$ cat src/rtl/core/kps_pkg.sv
package kps_pkg;

	localparam int DEFAULT_NUM_ROWS = 4;
	localparam int DEFAULT_NUM_COLS = 3;

	localparam logic [7:0] KEY_SHUTDOWN = 8'h64;
	localparam logic [7:0] KEY_STAR     = 8'h2A;
	localparam logic [7:0] KEY_NONE     = 8'h00;

	localparam logic [3:0]  DEBOUNCE_RESET   = 4'd7;
	localparam logic [1:0]  RELEASE_RESET    = 2'd1;
	localparam logic [15:0] LONG_PRESS_RESET = 16'd3000;

	localparam logic [1:0] CFG_DEBOUNCE   = 2'd0;
	localparam logic [1:0] CFG_RELEASE    = 2'd1;
	localparam logic [1:0] CFG_LONG_PRESS = 2'd2;

	localparam logic [1:0] REL_NONE   = 2'd0;
	localparam logic [1:0] REL_ANY    = 2'd1;
	localparam logic [1:0] REL_MIDDLE = 2'd2;

	localparam logic [2:0] STAR_ROW = 3'd3;
	localparam logic [2:0] STAR_COL = 3'd0;
	localparam logic [2:0] MID_COL  = 3'd1;

	typedef enum logic [1:0] {
		PH_DEBOUNCE = 2'd0,
		PH_HOLD     = 2'd1,
		PH_RELEASE  = 2'd2
	} phase_t;

	typedef struct packed {
		logic [3:0]  debounce_samples;
		logic [1:0]  release_mode;
		logic [15:0] long_press_ticks;
	} cfg_t;

	typedef struct packed {
		logic [7:0] key_code;
		logic       key_valid;
		logic [3:0] row_drive;
	} res_t;

	function automatic logic [7:0] key_at(input logic [2:0] r, input logic [2:0] c);
		logic [7:0] k;
		k = KEY_NONE;
		unique case ({r, c})
			{3'd0, 3'd0}: k = "1";
			{3'd0, 3'd1}: k = "2";
			{3'd0, 3'd2}: k = "3";
			{3'd1, 3'd0}: k = "4";
			{3'd1, 3'd1}: k = "5";
			{3'd1, 3'd2}: k = "6";
			{3'd2, 3'd0}: k = "7";
			{3'd2, 3'd1}: k = "8";
			{3'd2, 3'd2}: k = "9";
			{3'd3, 3'd0}: k = KEY_STAR;
			{3'd3, 3'd1}: k = "0";
			{3'd3, 3'd2}: k = "#";
			default: k = KEY_NONE;
		endcase
		return k;
	endfunction

	function automatic logic column_bit(input logic [2:0] levels, input logic [2:0] c);
		logic b;
		b = 1'b1;
		unique case (c)
			3'd0: b = levels[0];
			3'd1: b = levels[1];
			3'd2: b = levels[2];
			default: b = 1'b1;
		endcase
		return b;
	endfunction

endpackage

$ cat src/rtl/core/kps_scan_core.sv
module kps_scan_core #(
	parameter int NUM_ROWS = kps_pkg::DEFAULT_NUM_ROWS,
	parameter int NUM_COLS = kps_pkg::DEFAULT_NUM_COLS
) (
	input  logic          clk,
	input  logic          arst_n,
	input  logic          step,
	input  logic [2:0]    levels,
	input  kps_pkg::cfg_t cfg,
	output kps_pkg::res_t res
);
	import kps_pkg::*;

	localparam int RW = $clog2(NUM_ROWS);
	localparam int CW = $clog2(NUM_COLS);

	logic [RW-1:0] scan_row_q, scan_row_d;
	logic [CW-1:0] scan_col_q, scan_col_d;
	phase_t        phase_q, phase_d;
	logic          last_level_q, last_level_d;
	logic [3:0]    stable_cnt_q, stable_cnt_d;
	logic [15:0]   hold_cnt_q, hold_cnt_d;

	always_ff @(posedge clk or negedge arst_n) begin
		if (!arst_n) begin
			scan_row_q   <= '0;
			scan_col_q   <= '0;
			phase_q      <= PH_DEBOUNCE;
			last_level_q <= 1'b0;
			stable_cnt_q <= '0;
			hold_cnt_q   <= '0;
		end else if (step) begin
			scan_row_q   <= scan_row_d;
			scan_col_q   <= scan_col_d;
			phase_q      <= phase_d;
			last_level_q <= last_level_d;
			stable_cnt_q <= stable_cnt_d;
			hold_cnt_q   <= hold_cnt_d;
		end
	end

	always_comb begin
		logic [2:0]    row3;
		logic [2:0]    col3;
		logic          pin;
		logic [3:0]    cnt;
		logic [15:0]   hold_inc;
		logic [7:0]    key;
		logic          wait_rel;
		logic          go_next_row;
		logic [RW-1:0] row_inc;

		row3        = 3'(scan_row_q);
		col3        = 3'(scan_col_q);
		pin         = column_bit(levels, col3);
		key         = key_at(row3, col3);
		cnt         = '0;
		hold_inc    = '0;
		wait_rel    = 1'b0;
		go_next_row = 1'b0;
		row_inc     = (scan_row_q == RW'(NUM_ROWS - 1)) ? '0 : scan_row_q + RW'(1);

		scan_row_d   = scan_row_q;
		scan_col_d   = scan_col_q;
		phase_d      = phase_q;
		last_level_d = last_level_q;
		stable_cnt_d = stable_cnt_q;
		hold_cnt_d   = hold_cnt_q;

		res.key_valid = 1'b0;
		res.key_code  = KEY_NONE;
		for (int i = 0; i < 4; i++) begin
			res.row_drive[i] = (row3 != 3'(i));
		end

		unique case (phase_q)
			PH_HOLD: begin
				if (cfg.long_press_ticks == '0 || pin) begin
					res.key_valid = 1'b1;
					res.key_code  = KEY_STAR;
					go_next_row   = 1'b1;
				end else begin
					hold_inc   = (hold_cnt_q == 16'hFFFF) ? hold_cnt_q : hold_cnt_q + 16'd1;
					hold_cnt_d = hold_inc;
					if (hold_inc >= cfg.long_press_ticks) begin
						res.key_valid = 1'b1;
						res.key_code  = KEY_SHUTDOWN;
						go_next_row   = 1'b1;
					end
				end
			end
			PH_RELEASE: begin
				go_next_row = pin;
			end
			default: begin
				if (pin == last_level_q) begin
					cnt = (stable_cnt_q == 4'hF) ? stable_cnt_q : stable_cnt_q + 4'd1;
				end else begin
					cnt = '0;
				end
				last_level_d = pin;
				stable_cnt_d = cnt;
				if (cnt >= cfg.debounce_samples) begin
					if (pin) begin
						if ((4'(scan_col_q) + 4'd1) >= 4'(NUM_COLS)) begin
							go_next_row = 1'b1;
						end else begin
							scan_col_d   = scan_col_q + CW'(1);
							phase_d      = PH_DEBOUNCE;
							last_level_d = 1'b0;
							stable_cnt_d = '0;
							hold_cnt_d   = '0;
						end
					end else if (row3 == STAR_ROW && col3 == STAR_COL
						&& cfg.long_press_ticks != '0) begin
						phase_d    = PH_HOLD;
						hold_cnt_d = '0;
					end else begin
						res.key_valid = 1'b1;
						res.key_code  = key;
						case (cfg.release_mode)
							REL_NONE:   wait_rel = 1'b0;
							REL_MIDDLE: wait_rel = (col3 == MID_COL);
							default:    wait_rel = 1'b1;
						endcase
						if (wait_rel) begin
							phase_d = PH_RELEASE;
						end else begin
							go_next_row = 1'b1;
						end
					end
				end
			end
		endcase

		if (go_next_row) begin
			scan_row_d   = row_inc;
			scan_col_d   = '0;
			phase_d      = PH_DEBOUNCE;
			last_level_d = 1'b0;
			stable_cnt_d = '0;
			hold_cnt_d   = '0;
		end
	end

endmodule

$ cat src/rtl/core/matrix_keypad_scanner.sv
// Channel  Direction  Beat contents
// s_*      in         tdata[2:0] column levels of one tick
// m_*      out        tdata[3:0] row drive, [4] key valid, [12:5] key code
// cfg_*    in         cfg_index register index, cfg_data value (low bits used)
//
// Every tick beat gives exactly one result beat; a new beat can enter every cycle
// while results are taken. A beat passes an input register and then the result register.
// Reset clears the scan state and loads the default settings.
// When the result register is full and not taken, the input register holds one more beat.
module matrix_keypad_scanner #(
	parameter int NUM_ROWS = kps_pkg::DEFAULT_NUM_ROWS,
	parameter int NUM_COLS = kps_pkg::DEFAULT_NUM_COLS
) (
	input  logic        clk,
	input  logic        arst_n,
	input  logic        s_tvalid,
	output logic        s_tready,
	input  logic [7:0]  s_tdata,   // column_levels
	output logic        m_tvalid,
	input  logic        m_tready,
	output logic [15:0] m_tdata,   // row_drive, key_valid, key_code
	input  logic        cfg_valid,
	output logic        cfg_ready,
	input  logic [1:0]  cfg_index,
	input  logic [15:0] cfg_data
);
	import kps_pkg::*;

	cfg_t       cfg_q;
	logic       in_valid_s1;
	logic [2:0] in_levels_s1;
	logic       out_valid_q;
	res_t       out_res_q;
	res_t       res;
	logic       advance;

	assign advance   = in_valid_s1 && (!out_valid_q || m_tready);
	assign s_tready  = !in_valid_s1 || advance;
	assign cfg_ready = 1'b1;
	assign m_tvalid  = out_valid_q;
	assign m_tdata   = {3'b000, out_res_q.key_code, out_res_q.key_valid, out_res_q.row_drive};

	always_ff @(posedge clk or negedge arst_n) begin
		if (!arst_n) begin
			cfg_q.debounce_samples <= DEBOUNCE_RESET;
			cfg_q.release_mode     <= RELEASE_RESET;
			cfg_q.long_press_ticks <= LONG_PRESS_RESET;
		end else if (cfg_valid) begin
			unique case (cfg_index)
				CFG_DEBOUNCE:   cfg_q.debounce_samples <= cfg_data[3:0];
				CFG_RELEASE:    cfg_q.release_mode     <= cfg_data[1:0];
				CFG_LONG_PRESS: cfg_q.long_press_ticks <= cfg_data;
				default: ;
			endcase
		end
	end

	always_ff @(posedge clk or negedge arst_n) begin
		if (!arst_n) begin
			in_valid_s1 <= 1'b0;
			out_valid_q <= 1'b0;
		end else begin
			if (s_tready) begin
				in_valid_s1 <= s_tvalid;
			end
			if (advance) begin
				out_valid_q <= 1'b1;
			end else if (m_tready) begin
				out_valid_q <= 1'b0;
			end
		end
	end

	always_ff @(posedge clk) begin
		if (s_tready && s_tvalid) begin
			in_levels_s1 <= s_tdata[2:0];
		end
		if (advance) begin
			out_res_q <= res;
		end
	end

	kps_scan_core #(
		.NUM_ROWS(NUM_ROWS),
		.NUM_COLS(NUM_COLS)
	) u_core (
		.clk   (clk),
		.arst_n(arst_n),
		.step  (advance),
		.levels(in_levels_s1),
		.cfg   (cfg_q),
		.res   (res)
	);

endmodule
$ cat config.mk
export PLATFORM = sky130hd
export DESIGN_NAME = matrix_keypad_scanner
export DESIGN_NICKNAME = d
export VERILOG_FILES = /design/src/rtl/core/kps_pkg.sv /design/src/rtl/core/kps_scan_core.sv /design/src/rtl/core/matrix_keypad_scanner.sv
export SDC_FILE = /design/constraint.sdc
export NUM_CORES = 1
export LEC_CHECK = 0
export BUFFER_PORTS_ARGS = -buffer_cell sky130_fd_sc_hd__buf_4
export CAP_MARGIN = 10
export CORE_MARGIN = 2
export CORE_UTILIZATION = 50
export DETAILED_ROUTE_END_ITERATION = 12
export PLACE_DENSITY_LB_ADDON = 0.25
export SKIP_CTS_REPAIR_TIMING = 1
export SYNTH_ARGS = -nofsm -noshare
export SYNTH_HDL_FRONTEND = slang
export SYNTH_HIERARCHICAL = 1
export SYNTH_SLANG_ARGS = --single-unit
$ cat constraint.sdc
create_clock -name clk -period 7.74 [get_ports clk]
set_input_delay 0.774 -clock clk [delete_from_list [all_inputs] [get_ports clk]]
set_output_delay 0.774 -clock clk [all_outputs]
set_load 0.03 [all_outputs]
==> metrics.yaml, run 1 <==
highest-signal-layer: "met4"
syn_area_per_cell_sq_um: 10.42
num-nets-final: 511
io_buffers: 40
htreeDepth: 3
clk_latency_ns: 0.35
layout.cells.non_filler: 558
leakage_nw: 2.199
diodes: 0
skew_ns: 0.01774
rows: 33
core_sq_um: 8258
wl_met1_um: 4266
relSlewSlack: 0.3562
netlist.area_leader.share: 0.2348
dr.pass1.iters: 4
ys_ff_latch: 67
grt_pass1_vias: 3326
cp.arrival_ns: 4.61
drv_cap: 0
max_freq_mhz: 228.3
syn_area_sq_um: 4263
final-setup-viol-count: 0
drtAntennaViolNets: 0
critPathKind: "register to register"
max_stage_delay_ns: 0.58
synth.top_cells.by_count: "40 x dfrtp_1, 37 x inv_1, 36 x nand2_1"
yosys_most_used_dff: "dfrtp_1"
placed_cells: 542
crit_start: "u_core/hold_cnt_q[4]"
seq_area_frac_synth: 0.4153
grt_max_degree: 52
p_sw_mw: 0.5354
fin_crit_sh: 0.5658
power_density_nw_per_um2: 278.4
r2r-start: "u_core/hold_cnt_q[4]"
die_h_um: 96.34
synth_edf_count: 16
comb_power_share: 0.415
ys_types: 70
drive_gt1_frac: 0.2649
cts_tree: "yes"
ctsLongestPathBuffers: 2
status: "finished, final reports clean"
area_growth_pct: 12.21
yosysMostFrequentCell: "dfrtp_1"
end_kind: "register"
hpwl_um: 6828
crit_required_ns: 7.97
hold_class: "input port to asynchronous set/reset pin"
cp-start-kind: "register"
finalCriticalPeriod_ns: 4.380
dieArea_sq_um: 9280
wire_per_inst_um: 16.30
via_count: 3193
synthTopCellsByArea: "dfrtp_1 23%, edfxtp_1 11%, ha_1 9.4%"
wl_met3_um: 360
synthArstFlopShare: 0.7612
tns_ns: 0
path_cells: "nand4_1 > or4_1 > nor2_1 > nand3_1 > mux2_2 > ha_1 > nand2_1 > nor4_2 > a22oi_1 > a31oi_2 > o21ba_4 > o21a_1 > mux2_4"
synth_cells: 409
antenna_found_initial: 0
initial_core_util: 0.5162
met2_length_um: 4332
cts_made_buffers: 9
grt.overflow.total: 0
yosysWarnings: 6
drc: 0
cts_sinks: 67
grt_pass1_wl_um: 16100
cts-root-buf: "clkbuf_8"
dp_worst_setup_slack_ns: 3.391
hold_violations: 0
crit_buf_inv: 0
drt_iter0_markers: 295
fillCellCount: 736
intPower_mw: 0.7965
rsz0062_at_grt: "no"
grt_util_all_layers: 0.2283
vdd_drop_max_v: 0.0001172
wl_um: 9095
viasPerCell: 5.722
p_clk_frac: 0.198
seqPwrFrac: 0.387
switching_share: 0.4020
synth.largest_area_cell: "dfrtp_1"
slew_violations: 0
fp.dieW_um: 96.34
slowest_stage: "or4_1"
placed_cell_area_sq_um: 4608
worst_slew_pin_slew_ns: 0.9657
gp_congestion: 0.8909
critPathTopFamily: "simple AND/OR/NAND/NOR gates"
path_clk_slew_ns: 0.08
cp_max_fo: 8
final_area_sq_um: 4783
report.power.total_mw: 1.332
setup_slack_ns: 3.360
ios: 50
## kinds of logic after synthesis
kind of cell / share of synthesized area
AOI/OAI and AO/OA: 0.1382
muxes: 0.09774
xor gates and xnor gates: 0.02260
DFF: 0.4153
other: 0.002641
buffers and inverters: 0.05459
adders and majority gates: 0.09392
and+or+nand+nor: 0.1749
## layout make-up
class | instances | area (sq um) | area share
multi-input cells | 293 | 2267 | 0.4740
flip-flops and latches | 67 | 1770 | 0.3701
repair buffers | 40 | 300.3 | 0.06278
inverters | 37 | 138.9 | 0.02903
well taps | 105 | 131.4 | 0.02747
clock buffers | 10 | 127.6 | 0.02668
clock inverters | 6 | 47.55 | 0.009940
## state kept, by name, indices dropped and copies added (netlist names)
name / count
in_levels_s1: 3
m_tvalid: 1
u_core/last_level_q: 1
u_core/stable_cnt_q: 4
u_core/scan_row_q: 2
in_valid_s1: 1
u_core/scan_col_q: 2
u_core/hold_cnt_q: 16
cfg_q: 22
m_tdata: 13
u_core/phase_q: 2
## per-stage QoR
stage / hold slack [ns] / util
floorplan: 0.4490 / -
global placement: 0.4675 / 0.5580
detailed placement: 0.4773 / 0.5580
CTS: 0.4749 / 0.5792
global route: 0.4960 / 0.5792
finish: 0.4505 / 0.5792
## cell usage in the layout, fill, tap and decap left out, drive strengths merged, types with 3 or more instances in the layout
cell type	n
mux2i	6
a211oi	3
nor4	9
nor3	7
ha	32
a31oi	6
xor2	3
dfstp	11
dfrtp	40
a221o	6
nor2	26
nand4	6
a22o	5
edfxtp	16
or2	3
o22ai	5
clkbuf	10
nand2	36
buf	40
inv	40
nand3b	4
nand3	13
mux2	28
a21oi	17
and3	11
o21ai	12
conb	5
xnor2	8
and2	6
nor3b	3
nand2b	7
## path summary, 6_finish.rpt
kind | cells after the start | slack (ns) | endpoint
worst max-delay path | 13 | 3.36 | u_core/hold_cnt_q[1]
worst min-delay path | 1 | 0.45 | u_core/scan_row_q[1]
worst max register to register | 13 | 3.36 | u_core/hold_cnt_q[1]
worst min register to register | 1 | 0.50 | m_tvalid
max in group asynchronous | 1 | 6.83 | u_core/phase_q[0]
min in group clk | 1 | 0.50 | m_tvalid
## metal layers
metal,GRT usage,vias to the layer above
li1,-,1544
met1,0.3097,1557
met2,0.3704,81
met3,0.04464,11
met4,0.06925,0
met5,0,-
## power groups by stage
stage	registers, mW	logic (mW)	clock network, mW
after floorplan	0.522	0.407	0
after global placement	0.517	0.528	0
after detailed placement	0.521	0.548	0
after CTS	0.514	0.550	0.270
after global routing	0.526	0.621	0.287
final	0.515	0.553	0.263
(Power assumes the default switching activity.)
==> run 2, diff against run 1 <==
clock period = 3.94 ns   (was 7.74 ns; I/O delays follow)
==> run 2 against run 1 <==
Global-route usage is 0.20 points higher; critical path depth is 2 higher; via count is 4.6% higher; fmax is 16% higher; highest routed layer unchanged.
==> metrics.yaml, run 2 (same netlist as run 1, synthesis figures left out) <==
via_count: 3341
drc: 0
max_stage_delay_ns: 0.46
core_sq_um: 8258
drt_iter0_markers: 272
grt.overflow.total: 0
wire_per_inst_um: 16.53
grt_max_degree: 52
grt_pass1_vias: 3386
final_common_cell: "buf_4"
switching_share: 0.3879
rr_worst_depth: 15
rrSetupSlack_ns: 0.17
crit_required_ns: 4.19
max_freq_mhz: 265.3
grt_pass1_wl_um: 16170
grt_util_all_layers: 0.2302
drtAntennaViolNets: 0
hpwl_um: 7229
cp.arrival_ns: 4.02
dieArea_sq_um: 9280
seqPwrFrac: 0.351
finalCriticalPeriod_ns: 3.769
leakage_nw: 2.399
cts_tree: "yes"
cts_sinks: 67
hold_class: "input port to asynchronous set/reset pin"
clk_latency_ns: 0.35
critPathKind: "register to register"
area_growth_pct: 20.22
critPathTopFamily: "compound AO/OA/AOI/OAI gates"
worst_slew_pin_slew_ns: 0.6645
io_buffers: 40
fp.dieW_um: 96.34
rr_endpoint: "u_core/hold_cnt_q[14]"
p_clk_frac: 0.214
final_area_sq_um: 5125
intPower_mw: 1.748
p_sw_mw: 1.108
slew_violations: 0
crit_buf_inv: 2
slowest_stage: "dfrtp_1"
end_kind: "register"
fin_crit_sh: 0.9566
antenna_found_initial: 0
viasPerCell: 5.653
final-setup-viol-count: 0
diodes: 0
wl_um: 9768
cts-root-buf: "clkbuf_8"
comb_power_share: 0.435
hold_violations: 0
gp_congestion: 0.8870
dr.pass1.iters: 5
report.power.total_mw: 2.855
cts_made_buffers: 9
drive_gt1_frac: 0.3292
largest_reg_flops: 22
ios: 50
cp-start-kind: "register"
num-nets-final: 544
r2r-start: "u_core/scan_col_q[0]"
path_clk_slew_ns: 0.08
largest_register: "cfg_q"
layout.cells.most_common_list: "73 x buf_4, 40 x dfrtp_1, 37 x inv_1, 36 x nand2_1, 32 x ha_1"
skew_ns: 0.01237
ctsLongestPathBuffers: 2
status: "finished, final reports clean"
htreeDepth: 3
vdd_drop_max_v: 0.0003292
cp_max_fo: 6
path_cells: "inv_1 > ha_1 > a221oi_2 > and2_1 > xnor2_1 > nand2b_1 > ha_1 > nand2b_1 > a2111oi_4 > nor2_2 > a21oi_4 > o21ba_4 > o21a_1 > buf_4 > mux2i_1"
power_density_nw_per_um2: 557.1
rows: 33
drv_cap: 0
initial_core_util: 0.5162
relSlewSlack: 0.5570
placed_cell_area_sq_um: 4841
die_h_um: 96.34
[run 2: cell count changes in the layout (fill, tap and decap cells not counted), sizes merged]
cell      previous run  this run
bufinv               0         1
buf                 40        73
clkinvlp             2         0
clkinv               1         2
[run 2: per-layer routing]
| metal | part of all wire | GRT usage | up-vias | routed length [um] |
|---|---|---|---|---|
| met2 | 0.48 | 0.3750 | 104 | 4680 |
| met1 | 0.45 | 0.3114 | 1612 | 4442 |
| met4 | 0.016 | 0.06690 | 0 | 161 |
| met3 | 0.049 | 0.04620 | 15 | 483 |
| li1 | - | - | 1610 | - |
| met5 | 0 | 0 | - | 0 |
[run 2: how the worst max path moves through the flow]
| stage | slack (ns) | startpoint | cells past startpoint | to |
|---|---|---|---|---|
| 2_1_floorplan | 0.23 | u_core/hold_cnt_q[4] | 15 | u_core/hold_cnt_q[1] |
| 3_3_place_gp | 0.16 | u_core/scan_col_q[0] | 14 | u_core/hold_cnt_q[8] |
| 3_5_place_dp | 0.06 | u_core/scan_col_q[0] | 14 | u_core/hold_cnt_q[7] |
| 4_1_cts | 0.04 | u_core/scan_col_q[0] | 14 | u_core/hold_cnt_q[7] |
| 5_1_grt | -0.06 | u_core/scan_col_q[0] | 15 | u_core/hold_cnt_q[14] |
| 6_report | 0.17 | u_core/scan_col_q[0] | 15 | u_core/hold_cnt_q[14] |
[run 2: area by class of cell]
class,instances,area (sq um)
repair buffers,73,548.0
multi-input cells,293,2327
fillers,697,3133
well taps,105,131.4
clock buffers,10,137.6
clock inverters,6,71.32
inverters,37,138.9
flip-flops and latches,67,1770
[run 2: power by group through the flow]
stage	Clock [mW]	Combinational, mW	Sequential (mW)
floorplan	0	0.799	1.02
global placement	0	1.13	1.01
detailed placement	0	1.16	1.02
CTS	0.624	1.17	1.00
global route	0.654	1.37	1.02
finish	0.610	1.24	1.00
[run 2: worst register-to-register path, delay by kind of cell (launching register included)]
| kind | cells | cell delay [ns] |
|---|---|---|
| fa+ha+maj | 2 | 0.46 |
| simple gates | 4 | 0.73 |
| compound gates | 5 | 1.35 |
| mux | 1 | 0.20 |
| buf+inv | 2 | 0.27 |
| xor+xnor | 1 | 0.22 |
| flops | 1 | 0.46 |
[run 2: per-stage QoR]
stage                     cells  TNS [ns]  worst slack [ns]  hold WS (ns)  utilization
final                       591         0            0.1710       0.05713       0.6206
after global routing        591  -0.08017          -0.05906        0.1169       0.6206
after CTS                   589         0           0.04451       0.09492       0.6115
after detailed placement    573         0           0.06476        0.4730       0.5862
after global placement      573         0            0.1626        0.4660       0.5862
after floorplan             411         0            0.2344       0.09841            -
==> run 3, diff against run 2 <==
CORE_UTILIZATION = 25   (was 50)
SKIP_LAST_GASP = 1   (was not set)
==> run 3 against run 2 <==
Via count fell by 2.3%; cell area rose by 5.8%; flip-flop and latch count did not move; cell count rose by 20%; non-clock buffer count rose by 3; count of clock-buffer cells in the layout rose by 1; sequential share of layout area fell by 1.9 points; worst setup slack improved by 0.0019 ns; critical path depth fell by 1; total power rose by 8.1%; clock skew fell by 0.0035 ns.
==> metrics.yaml, run 3 (same netlist as run 1, synthesis figures left out) <==
fin_crit_sh: 0.9561
seqPwrFrac: 0.325
drc: 0
initial_core_util: 0.2561
drive_gt1_frac: 0.3292
grt.overflow.total: 0
ctsLongestPathBuffers: 2
highest-signal-layer: "met4"
rsz0062_at_grt: "yes"
wire_per_inst_um: 14.43
largest_reg_flops: 22
antenna_found_initial: 0
largest_register: "cfg_q"
power_density_nw_per_um2: 569.1
grt_pass1_vias: 3286
path_cells: "nand4_1 > or4_4 > buf_4 > or3_1 > nand2_1 > nand2_1 > ha_1 > a2111o_1 > a41oi_4 > a31oi_4 > o21ba_4 > o21a_2 > buf_4 > o211ai_1"
final-setup-viol-count: 0
grt_max_degree: 52
ios: 50
layout.cells.most_common_list: "75 x buf_4, 39 x dfrtp_1, 37 x inv_1, 36 x nand2_1, 32 x ha_1"
cts_sinks: 67
via_count: 3264
report.power.total_mw: 3.086
path_clk_slew_ns: 0.05
leakage_nw: 2.479
final_area_sq_um: 5421
core_sq_um: 16640
cts-root-buf: "clkbuf_16"
crit_required_ns: 4.18
grt_util_all_layers: 0.1197
p_sw_mw: 1.092
die_h_um: 134.6
diodes: 0
viasPerCell: 4.604
clk_latency_ns: 0.34
relSlewSlack: 0.5323
wl_met3_um: 457
switching_share: 0.3540
cts_made_buffers: 9
critPathKind: "register to register"
max_stage_delay_ns: 0.51
intPower_mw: 1.993
slew_violations: 0
htreeDepth: 3
wl_um: 10230
grt_pass1_wl_um: 16760
placed_cell_area_sq_um: 5020
fp.dieW_um: 134.6
cp-start-kind: "register"
rows: 47
p_clk_frac: 0.273
end_kind: "register"
hpwl_um: 8050
comb_power_share: 0.402
final_core_util: 0.3258
drv_cap: 0
cts_tree: "yes"
worst_slew_pin_slew_ns: 0.7016
cp.arrival_ns: 4.01
num-nets-final: 547
max_freq_mhz: 265.5
hold_class: "input port to asynchronous set/reset pin"
rrSetupSlack_ns: 0.17
wl_met1_um: 4722
finalCriticalPeriod_ns: 3.767
vdd_drop_max_v: 0.0002873
skew_ns: 0.008844
io_buffers: 40
dr.pass1.iters: 4
drt_iter0_markers: 120
final_common_cell: "buf_4"
hold_violations: 0
drtAntennaViolNets: 0
status: "finished, final reports clean"
area_growth_pct: 27.18
met2_length_um: 4842
gp_congestion: 0.8442
dieArea_sq_um: 18110
cp_max_fo: 5
slowest_stage: "or4_4"
## run 3: cell types whose count changed in the layout (fill, tap and decap cells not counted), sizes merged
cell,change
buf,+3
bufinv,+1
clkbuf,+1
clkinvlp,+1
inv,-3
## run 3: power groups by stage
stage | sequential [mW] | clock (mW) | combinational [mW]
floorplan | 1.02 | 0 | 0.799
global placement | 1.01 | 0 | 1.16
detailed placement | 1.02 | 0 | 1.19
CTS | 1.00 | 0.871 | 1.19
global route | 1.03 | 0.898 | 1.38
finish | 1.00 | 0.841 | 1.24
## run 3: area by class of cell
cell class	count	area, sq um
fill	1691	11220
clock inverter	5	77.57
sequential	67	1772
tap	220	275.3
timing repair buffer	76	583.1
clock buffer	11	232.7
inverter	37	138.9
multi-input combinational	293	2342
## run 3: worst paths after layout
check	from	end	depth (start not counted)
max	u_core/hold_cnt_q[6]	u_core/hold_cnt_q[6]	14
min	arst_n	cfg_q[10]	1
max reg2reg	u_core/hold_cnt_q[6]	u_core/hold_cnt_q[6]	14
min reg2reg	in_valid_s1	m_tvalid	1
max in group asynchronous	arst_n	u_core/scan_col_q[0]	1
min in group clk	s_tdata[2]	in_levels_s1[2]	1
## run 3: critical path: cells and delay by family (launching register included)
kind | cells | cell delay (ns)
buf+inv | 2 | 0.32
compound gates | 6 | 1.49
fa+ha+maj | 1 | 0.29
simple gates | 5 | 1.22
flops | 1 | 0.36
## run 3: layer usage
layer  up-vias  global-route usage
li1       1618                   -
met1      1564              0.1498
met2        66              0.1973
met3        16             0.03378
met4         0             0.04327
met5         -                   0
## run 3: stage by stage
step	std cells	setup slack, ns	TNS [ns]	hold slack, ns
6_report	709	0.1729	0	0.1191
5_1_grt	709	-0.01637	-0.03448	0.1601
4_1_cts	707	0.07809	0	0.1229
3_5_place_dp	691	0.1088	0	0.4769
3_3_place_gp	691	0.1245	0	0.4705
2_1_floorplan	411	0.2344	0	0.09841
